### config.mk
export PLATFORM = sky130hd
export DESIGN_NAME = lmst_win
export DESIGN_NICKNAME = d
export VERILOG_FILES = /design/src/hdl/lmst_pkg.sv /design/src/hdl/lmst_win.sv
export SDC_FILE = /design/constraint.sdc
export NUM_CORES = 1
export LEC_CHECK = 0
export ABC_AREA = 1
export ABC_CLOCK_PERIOD_IN_PS = 13290
export BUFFER_PORTS_ARGS = -buffer_cell sky130_fd_sc_hd__buf_2
export CAP_MARGIN = 20
export CORE_UTILIZATION = 50
export DETAILED_ROUTE_END_ITERATION = 8
export GPL_ROUTABILITY_DRIVEN = 0
export PLACE_DENSITY = 0.67
export RECOVER_POWER = 50
export SLEW_MARGIN = 20
export SYNTH_ARGS = -nofsm -noshare
export SYNTH_HDL_FRONTEND = slang
export SYNTH_SLANG_ARGS = --single-unit
### constraint.sdc
create_clock -name clk -period 13.29 [get_ports clk]
set_input_delay 2.658 -clock clk [delete_from_list [all_inputs] [get_ports clk]]
set_output_delay 2.658 -clock clk [all_outputs]
set_load 0.05 [all_outputs]
### src/hdl/lmst_pkg.sv
// shared constants, types and register codes for the local mean/stddev threshold block
// no dependencies
package lmst_pkg;

  localparam int HALF_WINDOW_DEF = 15;
  localparam int MAX_WIDTH_DEF   = 256;
  localparam int MAX_HEIGHT_DEF  = 256;

  localparam int DIM_W      = 9;
  localparam int K_W        = 16;
  localparam int PIX_W      = 8;
  localparam int CFG_DATA_W = 16;
  localparam int CFG_IDX_W  = 2;
  localparam int MUL_W      = 32;

  localparam logic [DIM_W-1:0] WIDTH_RESET  = 9'd256;
  localparam logic [DIM_W-1:0] HEIGHT_RESET = 9'd256;
  localparam logic [K_W-1:0]   K_RESET      = 16'd655;

  localparam logic [CFG_IDX_W-1:0] REG_WIDTH  = 2'd0;
  localparam logic [CFG_IDX_W-1:0] REG_HEIGHT = 2'd1;
  localparam logic [CFG_IDX_W-1:0] REG_K      = 2'd2;

  localparam logic KIND_LOAD  = 1'b0;
  localparam logic KIND_FETCH = 1'b1;

  typedef struct packed {
    logic [MUL_W-1:0] sum;
    logic [MUL_W-1:0] sq_sum;
    logic [PIX_W-1:0] center;
  } win_stats_t;

endpackage

### src/hdl/lmst_win.sv
// window sweep: reads the center pixel and every window pixel from frame memory,
// accumulating sum and sum of squares; depends on lmst_pkg
module lmst_win #(
  parameter int HALF_WINDOW = lmst_pkg::HALF_WINDOW_DEF,
  parameter int MAX_WIDTH   = lmst_pkg::MAX_WIDTH_DEF,
  parameter int ADDR_W      = 16
) (
  input  logic                       clk,
  input  logic                       rst,
  input  logic                       start,
  input  logic [ADDR_W-1:0]          win_addr,
  input  logic [ADDR_W-1:0]          ctr_addr,
  output logic [ADDR_W-1:0]          rd_addr,
  input  logic [lmst_pkg::PIX_W-1:0] rd_data,
  output logic                       done,
  output lmst_pkg::win_stats_t       stats
);
  import lmst_pkg::*;

  localparam int SPAN  = 2 * HALF_WINDOW + 1;
  localparam int CNT_W = $clog2(SPAN);

  typedef enum logic [2:0] {IDLE, CTR, SWEEP, FLUSH, DONE} state_t;

  state_t            state;
  logic [CNT_W-1:0]  wr;
  logic [CNT_W-1:0]  wc;
  logic [ADDR_W-1:0] row_addr;
  logic              rd_win;
  logic              rd_ctr;
  logic [2*PIX_W-1:0] sq;

  assign sq      = rd_data * rd_data;
  assign rd_addr = (state == CTR) ? ctr_addr : row_addr + ADDR_W'(wc);
  assign done    = (state == DONE);

  always_ff @(posedge clk) begin
    if (rst) begin
      state  <= IDLE;
      rd_win <= 1'b0;
      rd_ctr <= 1'b0;
    end else begin
      rd_win <= (state == SWEEP);
      rd_ctr <= (state == CTR);
      if (rd_ctr) begin
        stats.center <= rd_data;
      end
      if (rd_win) begin
        stats.sum    <= stats.sum + MUL_W'(rd_data);
        stats.sq_sum <= stats.sq_sum + MUL_W'(sq);
      end
      case (state)
        IDLE: begin
          if (start) begin
            row_addr     <= win_addr;
            wr           <= '0;
            wc           <= '0;
            stats.sum    <= '0;
            stats.sq_sum <= '0;
            state        <= CTR;
          end
        end
        CTR: state <= SWEEP;
        SWEEP: begin
          if (wc == CNT_W'(SPAN - 1)) begin
            wc       <= '0;
            wr       <= wr + 1'b1;
            row_addr <= row_addr + ADDR_W'(MAX_WIDTH);
            if (wr == CNT_W'(SPAN - 1)) begin
              state <= FLUSH;
            end
          end else begin
            wc <= wc + 1'b1;
          end
        end
        FLUSH: state <= DONE;
        DONE: state <= IDLE;
        default: state <= IDLE;
      endcase
    end
  end
endmodule

After elaboration in Yosys (flattened, before gate mapping). Index checks and enable logic that the tools add are counted.

Output and inout port bits: 89. Flip-flop bits (word level): 103.

Equal/unequal tests: 9. $add $sub $neg: 6. Reduce and logical (&&, ||, !) cells: 6. Bitwise logic cells: 1. $mul: 1. Multiplexer cells: 16.

Operators by type and width (number): $mux 64 (3); $mux 16 (3); $add 32x16->32 (1); $add 32x8->32 (1); $pmux 16 s2 (1); $pmux 5 s2 (2); $add 16x5->16 (1); $add 16x9->16 const B (1); $mul 8x8->16 (1); $mux 5 (3); $pmux 3 s4 (1); $add 5x1->5 const B (2); $eq 5x5->1 const B (2); $mux 3 (3); $eq 3x2->1 const B (2); $reduce_and 3->1 (2); $ne 2x1->1 const B (2); $reduce_and 4->1 (1); $eq 3x1->1 const B (1); $eq 3x3->1 const B (1); $logic_not 3->1 (1); $ne 2x2->1 const B (1); $reduce_and 2->1 (1); $reduce_bool 2->1 (1); $not 1->1 (1).

Logic depth before layout (Yosys ltp).
Word-level depth: 5. Depth in mapped cells: 26. Mapped depth without buffers: 25.

Worst setup path before layout. OpenSTA, ideal clock, no wires.

Kind: input to register. From: input rd_data[5] (netlist bit). To: register stats[19] (netlist bit), data pin. Stages: 19. Required time: 13.040 ns. Arrival time: 6.270 ns. Path slack: 6.769 ns. Path through: clkbuf_1 > nand2_1 > inv_1 > fa_1 > fa_1 > fa_1 > inv_1 > fa_1 > inv_1 > ha_1 > nand2_1 > inv_1 > nand2_1 > nand2_1 > a21oi_1 > or2_0 > nand3_1 > nand3_1 > inv_1.

Word-level cells in the longest chain between the ends: 5.

RTL lines: start: declaration (RTL line lmst_win.sv:14) `input logic [lmst_pkg::PIX_W-1:0] rd_data,`; $mul 8x8->16 (*) (RTL line lmst_win.sv:33) `assign sq = rd_data * rd_data;`; $add 32x16->32 (*) (RTL line lmst_win.sv:50) `stats.sq_sum <= stats.sq_sum + MUL_W'(sq);`; $mux 64 (*) (RTL line lmst_win.sv:48) `if (rd_win) begin`; $mux 64 (RTL line lmst_win.sv:54) `if (start) begin`; $mux 64 (*) (RTL line lmst_win.sv:52) `case (state)`; end: declaration (RTL line lmst_win.sv:16) `output lmst_pkg::win_stats_t stats`.

Mark *: on every way between the ends. The rest lies on a longest branch, timed or not. A chain may end at the register's enable or synchronous reset.

Worst setup path in the final report.
From: input rd_data[2] (netlist bit). To: register stats[28] (netlist bit), data pin.

Same word-level chain as after synthesis.

==> impl_metrics.ini <==
[route]
drcViolationCount = 0
drt_wl_total_um = 22400
vias = 8066
drtIter0Drc = 469
postRouteAntennaNets = 0
avgRoutedWirePerCell_um = 14.2
drt-pass1-iter-count = 5
routed_via_density = 5.10

[final_layout]
nets = 1488
nFillCells = 1757
multiInputGateArea_sq_um = 5070
num_antenna_cells = 0
synthToLayoutAreaGrowth_pct = 11.0
seqCellArea_sq_um = 3040
drive_above_1_share = 0.121

[sta]
skew_ns = 0.0136
tightest_slew_ns = 3.89
period_minus_slack_ns = 6.99
holdWs_ns = 0.532
fin_setup_tns_ns = 0
final_hold_viol_count = 0
fin_crit_sh = 0.526
finalMaxSlewViolations = 129
setup_viol = 0
rsz0062_at_grt = false
fmax_mhz = 143
max_slew_margin = -1.59

[critical_path]
worstPathRequired_ns = 13.39
worstPathArrival_ns = 7.09
path_cells = clkbuf_1, nand2_1, xor2_1, ha_1, o21bai_1, fa_1, fa_1, inv_1, fa_1, inv_1, ha_1, nand2_1, nor2_1, nand3_1, nand3_1, nand2_1, nand2_1, nand3_1, nand2_1, nor2_1
crit_path_end_kind = flip-flop
crit_type = in -> reg
cpMostUsedCell = nand2_1
startpoint_type = input pin
critPathSlowestCell = fa_1
cp_max_fo = 10
max_stage_delay_ns = 0.55

[global_route]
grt_usage = 0.248
grt_first_pass_wirelength_um = 36800
first_global_vias = 7472
grt_max_degree = 65
antenna_found_initial = 0
grt_overflow = 0

[yosys]
synthCells = 1231
synth_seq_area_share = 0.330
synth_ff_type = edfxtp_1
yosys_register_bits = 103
synth_area_sq_um = 9220
synth_commonest_cells = 303 x nand2_1, 236 x inv_1, 134 x nor2_1, 98 x edfxtp_1, 96 x nand3_1
yosysUniqueCellTypes = 49
yosys_warnings = 0
synthTopCellsByArea = edfxtp_1 32%, nand2_1 12%, inv_1 9.6%, fa_1 8.5%, ha_1 8.0%
syn_nets = 1372
postSynthAreaPerCell_sq_um = 7.49
yosysMostFrequentCell = nand2_1
yosys.area.top_type = edfxtp_1
synth_edf_count = 98
yosysTopAreaCellShare = 0.319
synthArstFlopShare = 0

[floorplanning]
die_h_um = 138
dieArea_sq_um = 19000
die_x_um = 138
initial_utilization = 0.511
rows = 49
core_sq_um = 18000
ios = 132

[power]
p_int_w = 0.000885
p_seq_frac = 0.274
finalPower_w = 0.00184
p_comb_frac = 0.588
leakage_nw = 5.21
switching_power_w = 0.000954
swShare = 0.519
ir_worst_vdd_v = 0.0000890
power.share.clock = 0.138
pwr_density_cell_nw_per_um2 = 180

[clocking]
cts_setup_buffers = 0
postCtsResizedCells = 0
hold_buffers = 0
clk_pin_slew_ns = 0.07
cts_made_buffers = 9
cts_buffer_depth = 2
cts_root_buffer = clkbuf_16
cts_tree = built
clkLatencyLatePin_ns = 0.35
numClockSinks = 103
htreeDepth = 3

[worst_hold_path]
hold_path.class = reg -> reg

[placed_design]
hpwlAfterDp_um = 17000
io_buffers = 131

[flow_run]
max_cap_violations = 2

[status]
status = finished, violations left
violations = capacitance limit, slew limit
==> per-stage QoR <==
step	util	instance area (sq um)	setup WS, ns	cells
2_1_floorplan	-	9220	6.77	1231
3_3_place_gp	0.556	10000	6.48	1565
3_5_place_dp	0.556	10000	6.34	1565
4_1_cts	0.571	10300	6.69	1581
5_1_grt	0.567	10200	5.98	1581
6_report	0.567	10200	6.30	1581
==> cell usage in the layout (no fill, tap or decap), types with 5 or more instances in the layout <==
| cell type | Yosys | layout |
|---|---|---|
| nand2_1 | 303 | 303 |
| o21ai_2 | 7 | 7 |
| xor2_1 | 12 | 12 |
| fa_1 | 39 | 39 |
| xnor2_1 | 7 | 7 |
| nand3b_1 | 5 | 5 |
| nand3_1 | 96 | 96 |
| nor2_1 | 134 | 136 |
| clkbuf_16 | 0 | 9 |
| nand2_2 | 5 | 5 |
| a21oi_1 | 52 | 52 |
| ha_1 | 59 | 59 |
| o21ai_0 | 26 | 27 |
| o211ai_1 | 14 | 14 |
| edfxtp_1 | 98 | 98 |
| clkbuf_1 | 13 | 39 |
| nor3_1 | 15 | 15 |
| buf_2 | 9 | 96 |
| nand3_2 | 6 | 6 |
| nand4_1 | 14 | 14 |
| or2_2 | 14 | 14 |
| inv_1 | 236 | 236 |
| inv_2 | 11 | 9 |
==> final cells by class <==
type	instances	share of cell area
Multi-Input combinational cell	851	0.496
Clock buffer	11	0.0228
Tap cell	229	0.0280
Sequential cell	103	0.298
Timing Repair Buffer	134	0.0613
Clock inverter	5	0.00343
Inverter	248	0.0910
==> flip-flops by register name (all words and copies together) (netlist names) <==
signal    count
stats        72
row_addr     16
wc            5
wr            5
state         3
rd_ctr        1
rd_win        1
==> layer usage <==
| metal | vias up | track usage | part of all wire |
|---|---|---|---|
| li1 | 4141 | - | - |
| met1 | 3714 | 0.360 | 0.49 |
| met2 | 192 | 0.392 | 0.45 |
| met3 | 19 | 0.0228 | 0.047 |
| met4 | 0 | 0.0731 | 0.016 |
| met5 | - | 0 | 0 |
==> power by group through the flow <==
stage | sequential (W) | combinational (W) | clock [W]
finish | 0.000504 | 0.00108 | 0.000254
floorplan | 0.000605 | 0.000735 | 0
global placement | 0.000509 | 0.00106 | 0
CTS | 0.000503 | 0.00108 | 0.000256
detailed placement | 0.000509 | 0.00108 | 0
global route | 0.000514 | 0.00122 | 0.000267
==> worst max-delay path: cells and delay by family <==
| kind | cells | cell delay [ns] |
|---|---|---|
| adders and majority gates | 5 | 2.13 |
| and+or+nand+nor | 10 | 1.30 |
| buffers and inverters | 3 | 0.58 |
| xor gates and xnor gates | 1 | 0.20 |
| AOI/OAI and AO/OA | 1 | 0.19 |
==> path summary, 6_finish.rpt <==
check,startpoint,to,slack (ns),cells past startpoint
worst min-delay path,state[0],state[2],0.53,2
worst max register to register,state[2],row_addr[6],8.92,8
worst min register to register,state[0],state[2],0.53,2
worst max-delay path,rd_data[2],stats[28],6.30,20
==> cell families (layout without fill, tap and decap cells) <==
logic type / count (synthesis) / count (layout) / synth area share
adder cells (fa/ha/maj): 98 / 98 / 0.165
flip-flops: 103 / 103 / 0.330
AO/OA/AOI/OAI: 120 / 120 / 0.0766
multiplexers: 1 / 1 / 0.00109
AND/OR/NAND/NOR: 613 / 613 / 0.291
buffers and inverters: 277 / 398 / 0.118
XOR/XNOR: 19 / 19 / 0.0181
(Power assumes the default switching activity.)
