### src/hdl/lmst_pkg.sv
// shared constants, types and register codes for the local mean/stddev threshold block
// no dependencies
package lmst_pkg;

  localparam int HALF_WINDOW_DEF = 15;
  localparam int MAX_WIDTH_DEF   = 256;
  localparam int MAX_HEIGHT_DEF  = 256;

  localparam int DIM_W      = 9;
  localparam int K_W        = 16;
  localparam int PIX_W      = 8;
  localparam int CFG_DATA_W = 16;
  localparam int CFG_IDX_W  = 2;
  localparam int MUL_W      = 32;

  localparam logic [DIM_W-1:0] WIDTH_RESET  = 9'd256;
  localparam logic [DIM_W-1:0] HEIGHT_RESET = 9'd256;
  localparam logic [K_W-1:0]   K_RESET      = 16'd655;

  localparam logic [CFG_IDX_W-1:0] REG_WIDTH  = 2'd0;
  localparam logic [CFG_IDX_W-1:0] REG_HEIGHT = 2'd1;
  localparam logic [CFG_IDX_W-1:0] REG_K      = 2'd2;

  localparam logic KIND_LOAD  = 1'b0;
  localparam logic KIND_FETCH = 1'b1;

  typedef struct packed {
    logic [MUL_W-1:0] sum;
    logic [MUL_W-1:0] sq_sum;
    logic [PIX_W-1:0] center;
  } win_stats_t;

endpackage

### src/hdl/lmst_cmp.sv
// threshold test on one shared 32x32 multiplier, stepped by a small sequencer:
// above = (n*p > S) and (2^32 * (n*p-S)^2 > k^2 * (n*Q - S^2)); depends on lmst_pkg
module lmst_cmp #(
  parameter int NPIX = 961
) (
  input  logic                       clk,
  input  logic                       rst,
  input  logic                       start,
  input  lmst_pkg::win_stats_t       stats,
  input  logic [lmst_pkg::K_W-1:0]   k_fraction,
  output logic                       done,
  output logic                       above
);
  import lmst_pkg::*;

  typedef enum logic [3:0] {
    ST_IDLE, ST_NP, ST_SS, ST_NQ, ST_SUB, ST_AA, ST_KK, ST_LO, ST_HI, ST_SUM, ST_CMP, ST_DONE
  } state_t;

  state_t             state;
  logic [MUL_W-1:0]   opa;
  logic [MUL_W-1:0]   opb;
  logic [2*MUL_W-1:0] prod;
  logic [2*MUL_W-1:0] np, ss, nq, d, aa, lo, hi;
  logic [MUL_W-1:0]   a;
  logic [MUL_W-1:0]   kk;
  logic [3*MUL_W-1:0] rhs;
  logic               pos;

  always_comb begin
    opa = '0;
    opb = '0;
    case (state)
      ST_NP: begin
        opa = MUL_W'(NPIX);
        opb = MUL_W'(stats.center);
      end
      ST_SS: begin
        opa = stats.sum;
        opb = stats.sum;
      end
      ST_NQ: begin
        opa = MUL_W'(NPIX);
        opb = stats.sq_sum;
      end
      ST_AA: begin
        opa = a;
        opb = a;
      end
      ST_KK: begin
        opa = MUL_W'(k_fraction);
        opb = MUL_W'(k_fraction);
      end
      ST_LO: begin
        opa = kk;
        opb = d[MUL_W-1:0];
      end
      ST_HI: begin
        opa = kk;
        opb = d[2*MUL_W-1:MUL_W];
      end
      default: begin
        opa = '0;
        opb = '0;
      end
    endcase
  end

  assign prod = opa * opb;
  assign done = (state == ST_DONE);

  always_ff @(posedge clk) begin
    if (rst) begin
      state <= ST_IDLE;
      above <= 1'b0;
    end else begin
      case (state)
        ST_IDLE: if (start) state <= ST_NP;
        ST_NP: begin
          np    <= prod;
          state <= ST_SS;
        end
        ST_SS: begin
          ss    <= prod;
          state <= ST_NQ;
        end
        ST_NQ: begin
          nq    <= prod;
          state <= ST_SUB;
        end
        ST_SUB: begin
          pos   <= (np > {{MUL_W{1'b0}}, stats.sum});
          a     <= np[MUL_W-1:0] - stats.sum;
          d     <= nq - ss;
          state <= ST_AA;
        end
        ST_AA: begin
          aa    <= prod;
          state <= ST_KK;
        end
        ST_KK: begin
          kk    <= prod[MUL_W-1:0];
          state <= ST_LO;
        end
        ST_LO: begin
          lo    <= prod;
          state <= ST_HI;
        end
        ST_HI: begin
          hi    <= prod;
          state <= ST_SUM;
        end
        ST_SUM: begin
          rhs   <= {hi, {MUL_W{1'b0}}} + {{MUL_W{1'b0}}, lo};
          state <= ST_CMP;
        end
        ST_CMP: begin
          above <= pos && ({aa, {MUL_W{1'b0}}} > rhs);
          state <= ST_DONE;
        end
        ST_DONE: state <= ST_IDLE;
        default: state <= ST_IDLE;
      endcase
    end
  end
endmodule
### config.mk
export PLATFORM = sky130hd
export DESIGN_NAME = lmst_cmp
export DESIGN_NICKNAME = d
export VERILOG_FILES = /design/src/hdl/lmst_pkg.sv /design/src/hdl/lmst_cmp.sv
export SDC_FILE = /design/constraint.sdc
export NUM_CORES = 2
export LEC_CHECK = 0
export ABC_CLOCK_PERIOD_IN_PS = 12600
export BUFFER_PORTS_ARGS = -buffer_cell sky130_fd_sc_hd__buf_2
export CAP_MARGIN = 30
export CORE_UTILIZATION = 59
export CTS_CLUSTER_DIAMETER = 50
export DETAILED_ROUTE_END_ITERATION = 10
export GPL_ROUTABILITY_DRIVEN = 1
export PLACE_DENSITY = 0.78
export SETUP_SLACK_MARGIN = 0.4
export SLEW_MARGIN = 20
export SYNTH_ARGS = -nofsm -noshare
export SYNTH_HDL_FRONTEND = slang
export SYNTH_SLANG_ARGS = --single-unit
### constraint.sdc
create_clock -name clk -period 12.6 [get_ports clk]
set_clock_uncertainty 0.15 [all_clocks]
set_input_delay 1.26 -clock clk [delete_from_list [all_inputs] [get_ports clk]]
set_output_delay 1.26 -clock clk [all_outputs]
set_load 0.02 [all_outputs]
# After elaboration in Yosys (flattened, before gate mapping)
# Index checks and enable logic that the tools add are counted.
# Widths: inputs -> output; s select.
word_totals:
  regBits: 614
  inputBits: 91
  word_cells: 49
classes:
  n_addsub: 3
  n_mul: 1
  order_cmp: 2
  n_eq_ne: 12
  muxes: 4
  bitwise: 1
  n_reduce_logical: 13
ops:
  columns: ["op", "n"]
  rows:
  - ["$pmux 32 s7", 1]
  - ["$pmux 32 s5", 1]
  - ["$add 96x64->96", 1]
  - ["$gt 96x96->1", 1]
  - ["$gt 64x32->1", 1]
  - ["$mul 32x32->64", 1]
  - ["$sub 64x64->64", 1]
  - ["$pmux 4 s11", 1]
  - ["$sub 32x32->32", 1]
  - ["$reduce_and 2->1", 9]
  - ["$eq 4x3->1 const B", 4]
  - ["$eq 4x4->1 const B", 4]
  - ["$eq 4x2->1 const B", 2]
  - ["$eq 4x1->1 const B", 1]
  - ["$logic_not 4->1", 1]
  - ["$mux 4", 1]
  - ["$reduce_or 2->1", 2]
  - ["$ne 2x2->1 const B", 1]
  - ["$logic_and 1x1->1", 1]
  - ["$not 1->1", 1]

# Depth between registers and ports, before layout
depth:
  ltp_word: 4
  ltp_mapped: 38
  depth_no_buf: 33

# Worst setup path before layout
# No wires, ideal clock.
synth_path:
  kind: "input-to-reg"
  from: "input rst"
  to: "register rhs[0], enable pin"
  setup_ns: 0.821
  arrival_ns: 11.298
  required_ns: 11.629
  path_slack_ns: 0.330
  path_stages: 2
  n_path_buf: 1
  cell_sequence: "clkbuf_1 nor4b_1"
synth_between:
  elab_chain_len: 2
synth_lines:
  columns: ["element", "line_no", "source"]
  rows:
  - ["from (decl)", "lmst_cmp.sv:7", "input logic rst,"]
  - ["$not 1->1 (no line)", null, null]
  - ["$reduce_and 2->1 (no line)", null, null]
  - ["to (signal assigned)", "lmst_cmp.sv:114", "rhs <= {hi, {MUL_W{1'b0}}} + {{MUL_W{1'b0}}, lo};"]
  - ["to (decl)", "lmst_cmp.sv:27", "logic [3*MUL_W-1:0] rhs;"]
# Every way passes these cells.
# A chain may end at the register's enable or synchronous reset.

# Worst setup path after layout
layout_path:
  from: "register state[1]"
  to: "register nq[59], data pin"
layout_between:
  elab_chain_len: 4
  word_cells_on_any_way: 12
layout_lines:
  columns: ["element", "line_no", "source"]
  rows:
  - ["from (decl)", "lmst_cmp.sv:20", "state_t state;"]
  - ["from (signal assigned)", "lmst_cmp.sv:74", "state <= ST_IDLE;"]
  - ["from (signal assigned)", "lmst_cmp.sv:78", "ST_IDLE: if (start) state <= ST_NP;"]
  - ["from (signal assigned)", "lmst_cmp.sv:81", "state <= ST_SS;"]
  - ["$eq 4x4->1 (tied with other cells)", "lmst_cmp.sv:33", "case (state)"]
  - ["$reduce_or 2->1 (no line)", null, null]
  - ["$pmux 32 s5", "lmst_cmp.sv:33", null]
  - ["$mul 32x32->64 *", "lmst_cmp.sv:69", "assign prod = opa * opb;"]
  - ["via prod[59]", "lmst_cmp.sv:23", "logic [2*MUL_W-1:0] prod;"]
  - ["to (signal assigned)", "lmst_cmp.sv:88", "nq <= prod;"]
  - ["to (decl)", "lmst_cmp.sv:24", "logic [2*MUL_W-1:0] np, ss, nq, d, aa, lo, hi;"]
# The timed path passes the listed nets; every way through them passes the cells marked *.

==> reports/metrics.csv <==
stage,metric,value,unit
clocking,Clock Tree Root,clkbuf_16,
drt,remaining antenna violation count after routing,0,
synth,register area share after synthesis,29.8,%
synth,Synth top area share,29.7,%
die,Die Wd,325,um
clocking,clock buffer depth,3,
sta,Slew Limit Fails,0,
critical_path,critical path's slowest cell,nor2_4,
clocking,hold buffer count at CTS,0,
drt,initial DRC count,5738,
clocking,TritonCTS Buffers,66,
clocking,Clock Latency Late Sink,630,ps
synth,top post-synthesis cells by count,"inv_1, fa_1, nand2_1",
die,Core Box Area,0.103,mm2
global_routing,most used routing layer,met2,
die,chip height,325,um
synth,syn_nets,7524,
synth,Netlist Area Pre-Place,0.0616,mm2
pwr,Int Pwr,4.38,mW
synth,ys flop type,edfxtp_1,
global_routing,GRT met3 Usage,11.9,%
critical_path,WS Path Type,flop to flop,
placement,Post-DP HPWL,152000,um
die,Initial Utilization,59.5,%
cells_and_area,Layout Nets,7590,
drt,routed wire length,192000,um
pwr,Pleak,30.6,nW
synth,library cells used by synthesis,77,
drt,via count,46100,
clocking,TritonCTS clock tree,built,
clocking,cts repair resizes,0,
synth,syn_area_per_cell,10.1,um2
critical_path,Worst EP arrival,11660,ps
clocking,Worst-path clk slew,60,ps
sta,Tcrit/Tclk final,90.8,%
synth,top-count cell post-synth,inv_1,
pwr,Comb pwr share,36.4,%
global_routing,initial antenna violation count,20,
pwr,Clk pwr share,28.5,%
die,IO Count,93,
pwr,switching pwr,2.74,mW
sta,setup violators final,0,
synth,yosys warns,0,
synth,"flops & latches, synth",614,
synth,Mapped Cells,6080,
sta,Slew @ Worst Pin,1120,ps
die,die area,0.106,mm2
critical_path,CP Capture Type,flop,
pwr,Pwr per Cell Area,107,mW/mm2
pwr,VDD IR max,0.153,mV
cells_and_area,layout cells sized above 1,6.78,%
critical_path,Max stage delay on crit path,770,ps
cells_and_area,Post-Layout Inst Area,0.0668,mm2
synth,largest area contributor in the netlist,edfxtp_1,
drt,Via density,6.09,
global_routing,GRT Util Overall,37.0,%
sta,Hold Fails Final Rpt,0,
placement,routability congestion estimate,1.06,
placement,Placed Area,0.0643,mm2
critical_path,Worst Path Max Fanout,26,
critical_path,Critical Path Source,state[1]$_SDFFE_PP0P_,
outcome,status,"complete, no violations",
global_routing,first-pass GRT wire length,288000,um
global_routing,total gr overflow,0,
min_path,Hold WC Path Type,flop to flop,
pwr,sw frac,38.5,%
sta,RSZ-0062 raised after global routing,no,
cells_and_area,final core occ,64.5,%
critical_path,Worst Path Required,12820,ps
drt,WL per Instance,25.3,um
synth,asr flop ratio synth,0,%
critical_path,Reg-to-Reg Start,state[1]$_SDFFE_PP0P_,
sta,Total Neg Setup Slack,0,ps
min_path,hold path start,lo[20]$_DFFE_PP_,
pwr,power after layout,7.12,mW
placement,port bufs,92,
drt,DRC viols,0,
job,Max-Cap Viols,0,
clocking,Post CTS Setup Buffer Count,0,
global_routing,met1 Use GR,48.9,%
global_routing,met2 Track Usage GR,54.8,%
synth,"top cells by area, synth","edfxtp_1, fa_1, ha_1",
cells_and_area,Area Overhead vs Synth,8.38,%
sta,Relative slew margins,25.6,%
sta,crit path time final,11440,ps
clocking,Sink Count,614,
global_routing,pin count of the biggest net entering global routing,77,
die,Cell Rows,118,
critical_path,startpoint types,flop,
synth,count of flip-flops with a built-in enable after synthesis,609,
critical_path,cell mode on critical path,fa_1,
clocking,CTS H-tree lvls,3,
global_routing,number of global-route vias before repair,46800,
drt,Initial DRT Pass Iterations,9,
sta,Max Clk Rate,0.0874,GHz
pwr,Reg power frac,35.0,%
## metrics by stage
stage	worst slack, ps	instances	hold WS (ps)
floorplan	3280	6080	250
global placement	961	7434	250
detailed placement	874	7444	255
CTS	815	7563	264
global route	824	7577	262
finish	1160	7582	261
## power by group through the flow
stage,registers (mW),clock network [mW],logic (mW)
floorplan,2.53,0,1.27
global placement,2.54,0,2.37
detailed placement,2.54,0,2.43
CTS,2.49,2.04,2.47
global route,2.50,2.11,2.71
finish,2.49,2.03,2.59
## cells in the final DEF (no fill, tap or decap), drive strengths merged, types with 8 or more instances in the layout
cell type and count:
a31oi 24, xor2 85, nand2 783, nor2 639
a2111oi 9, a21o 130, and4 35, nand2b 36
nand4 85, a211oi 20, a41oi 8, o21bai 38
buf 250, and2 41, a211o 12, o31ai 9
nand3 46, inv 1138, fa 899, ha 454
nor2b 31, a22oi 29, o21ai 107, and3 24
xnor2 129, a222oi 14, clkinv 29, o21a 16
o211ai 11, or3 10, nor4 29, edfxtp 609
a21oi 213, nor3 35, clkbuf 77
## final timing paths
check / to / slack [ps] / cells after the start
min reg2reg: rhs[20]$_DFFE_PP_ / 260 / 0
min: rhs[20]$_DFFE_PP_ / 260 / 0
max: nq[59]$_DFFE_PP_ / 1160 / 30
max reg2reg: nq[59]$_DFFE_PP_ / 1160 / 30
## kinds of logic after synthesis
logic type	count (synthesis)	synth area share, %
AO/OA/AOI/OAI	700	7.56
XOR/XNOR	214	3.04
adder cells (fa/ha/maj)	1353	38.4
buffers and inverters	1386	8.48
flip-flops	614	29.8
AND/OR/NAND/NOR	1813	12.7
## layout make-up
type | instances | area, um2
clock inverter | 44 | 566
tap | 1380 | 1730
sequential | 614 | 18400
clock buffer | 75 | 1710
antenna | 5 | 12.5
multi-input combinational | 4080 | 38300
inverter | 1132 | 4250
fill | 8093 | 36700
timing repair buffer | 252 | 1830
## layer usage
metal | share of wire (%) | vias up
met1 | 36 | 22900
met5 | 0.046 | -
li1 | - | 19600
met3 | 14 | 592
met4 | 6.0 | 12
met2 | 44 | 3024
## worst max-delay path, delay by kind of cell (launching register included)
| family | cells | cell delay, ps |
|---|---|---|
| XOR/XNOR | 1 | 100 |
| buffers and inverters | 7 | 990 |
| adder cells (fa/ha/maj) | 9 | 4600 |
| flip-flops | 1 | 750 |
| AO/OA/AOI/OAI | 4 | 1000 |
| AND/OR/NAND/NOR | 9 | 3590 |
## flip-flops by register name, summed over array words and instances (netlist names)
name,cells
kk,32
lo,64
above,1
a,32
state,4
ss,64
np,64
nq,64
pos,1
rhs,96
aa,64
d,64
hi,64
Power figures use the tool's default switching activity.
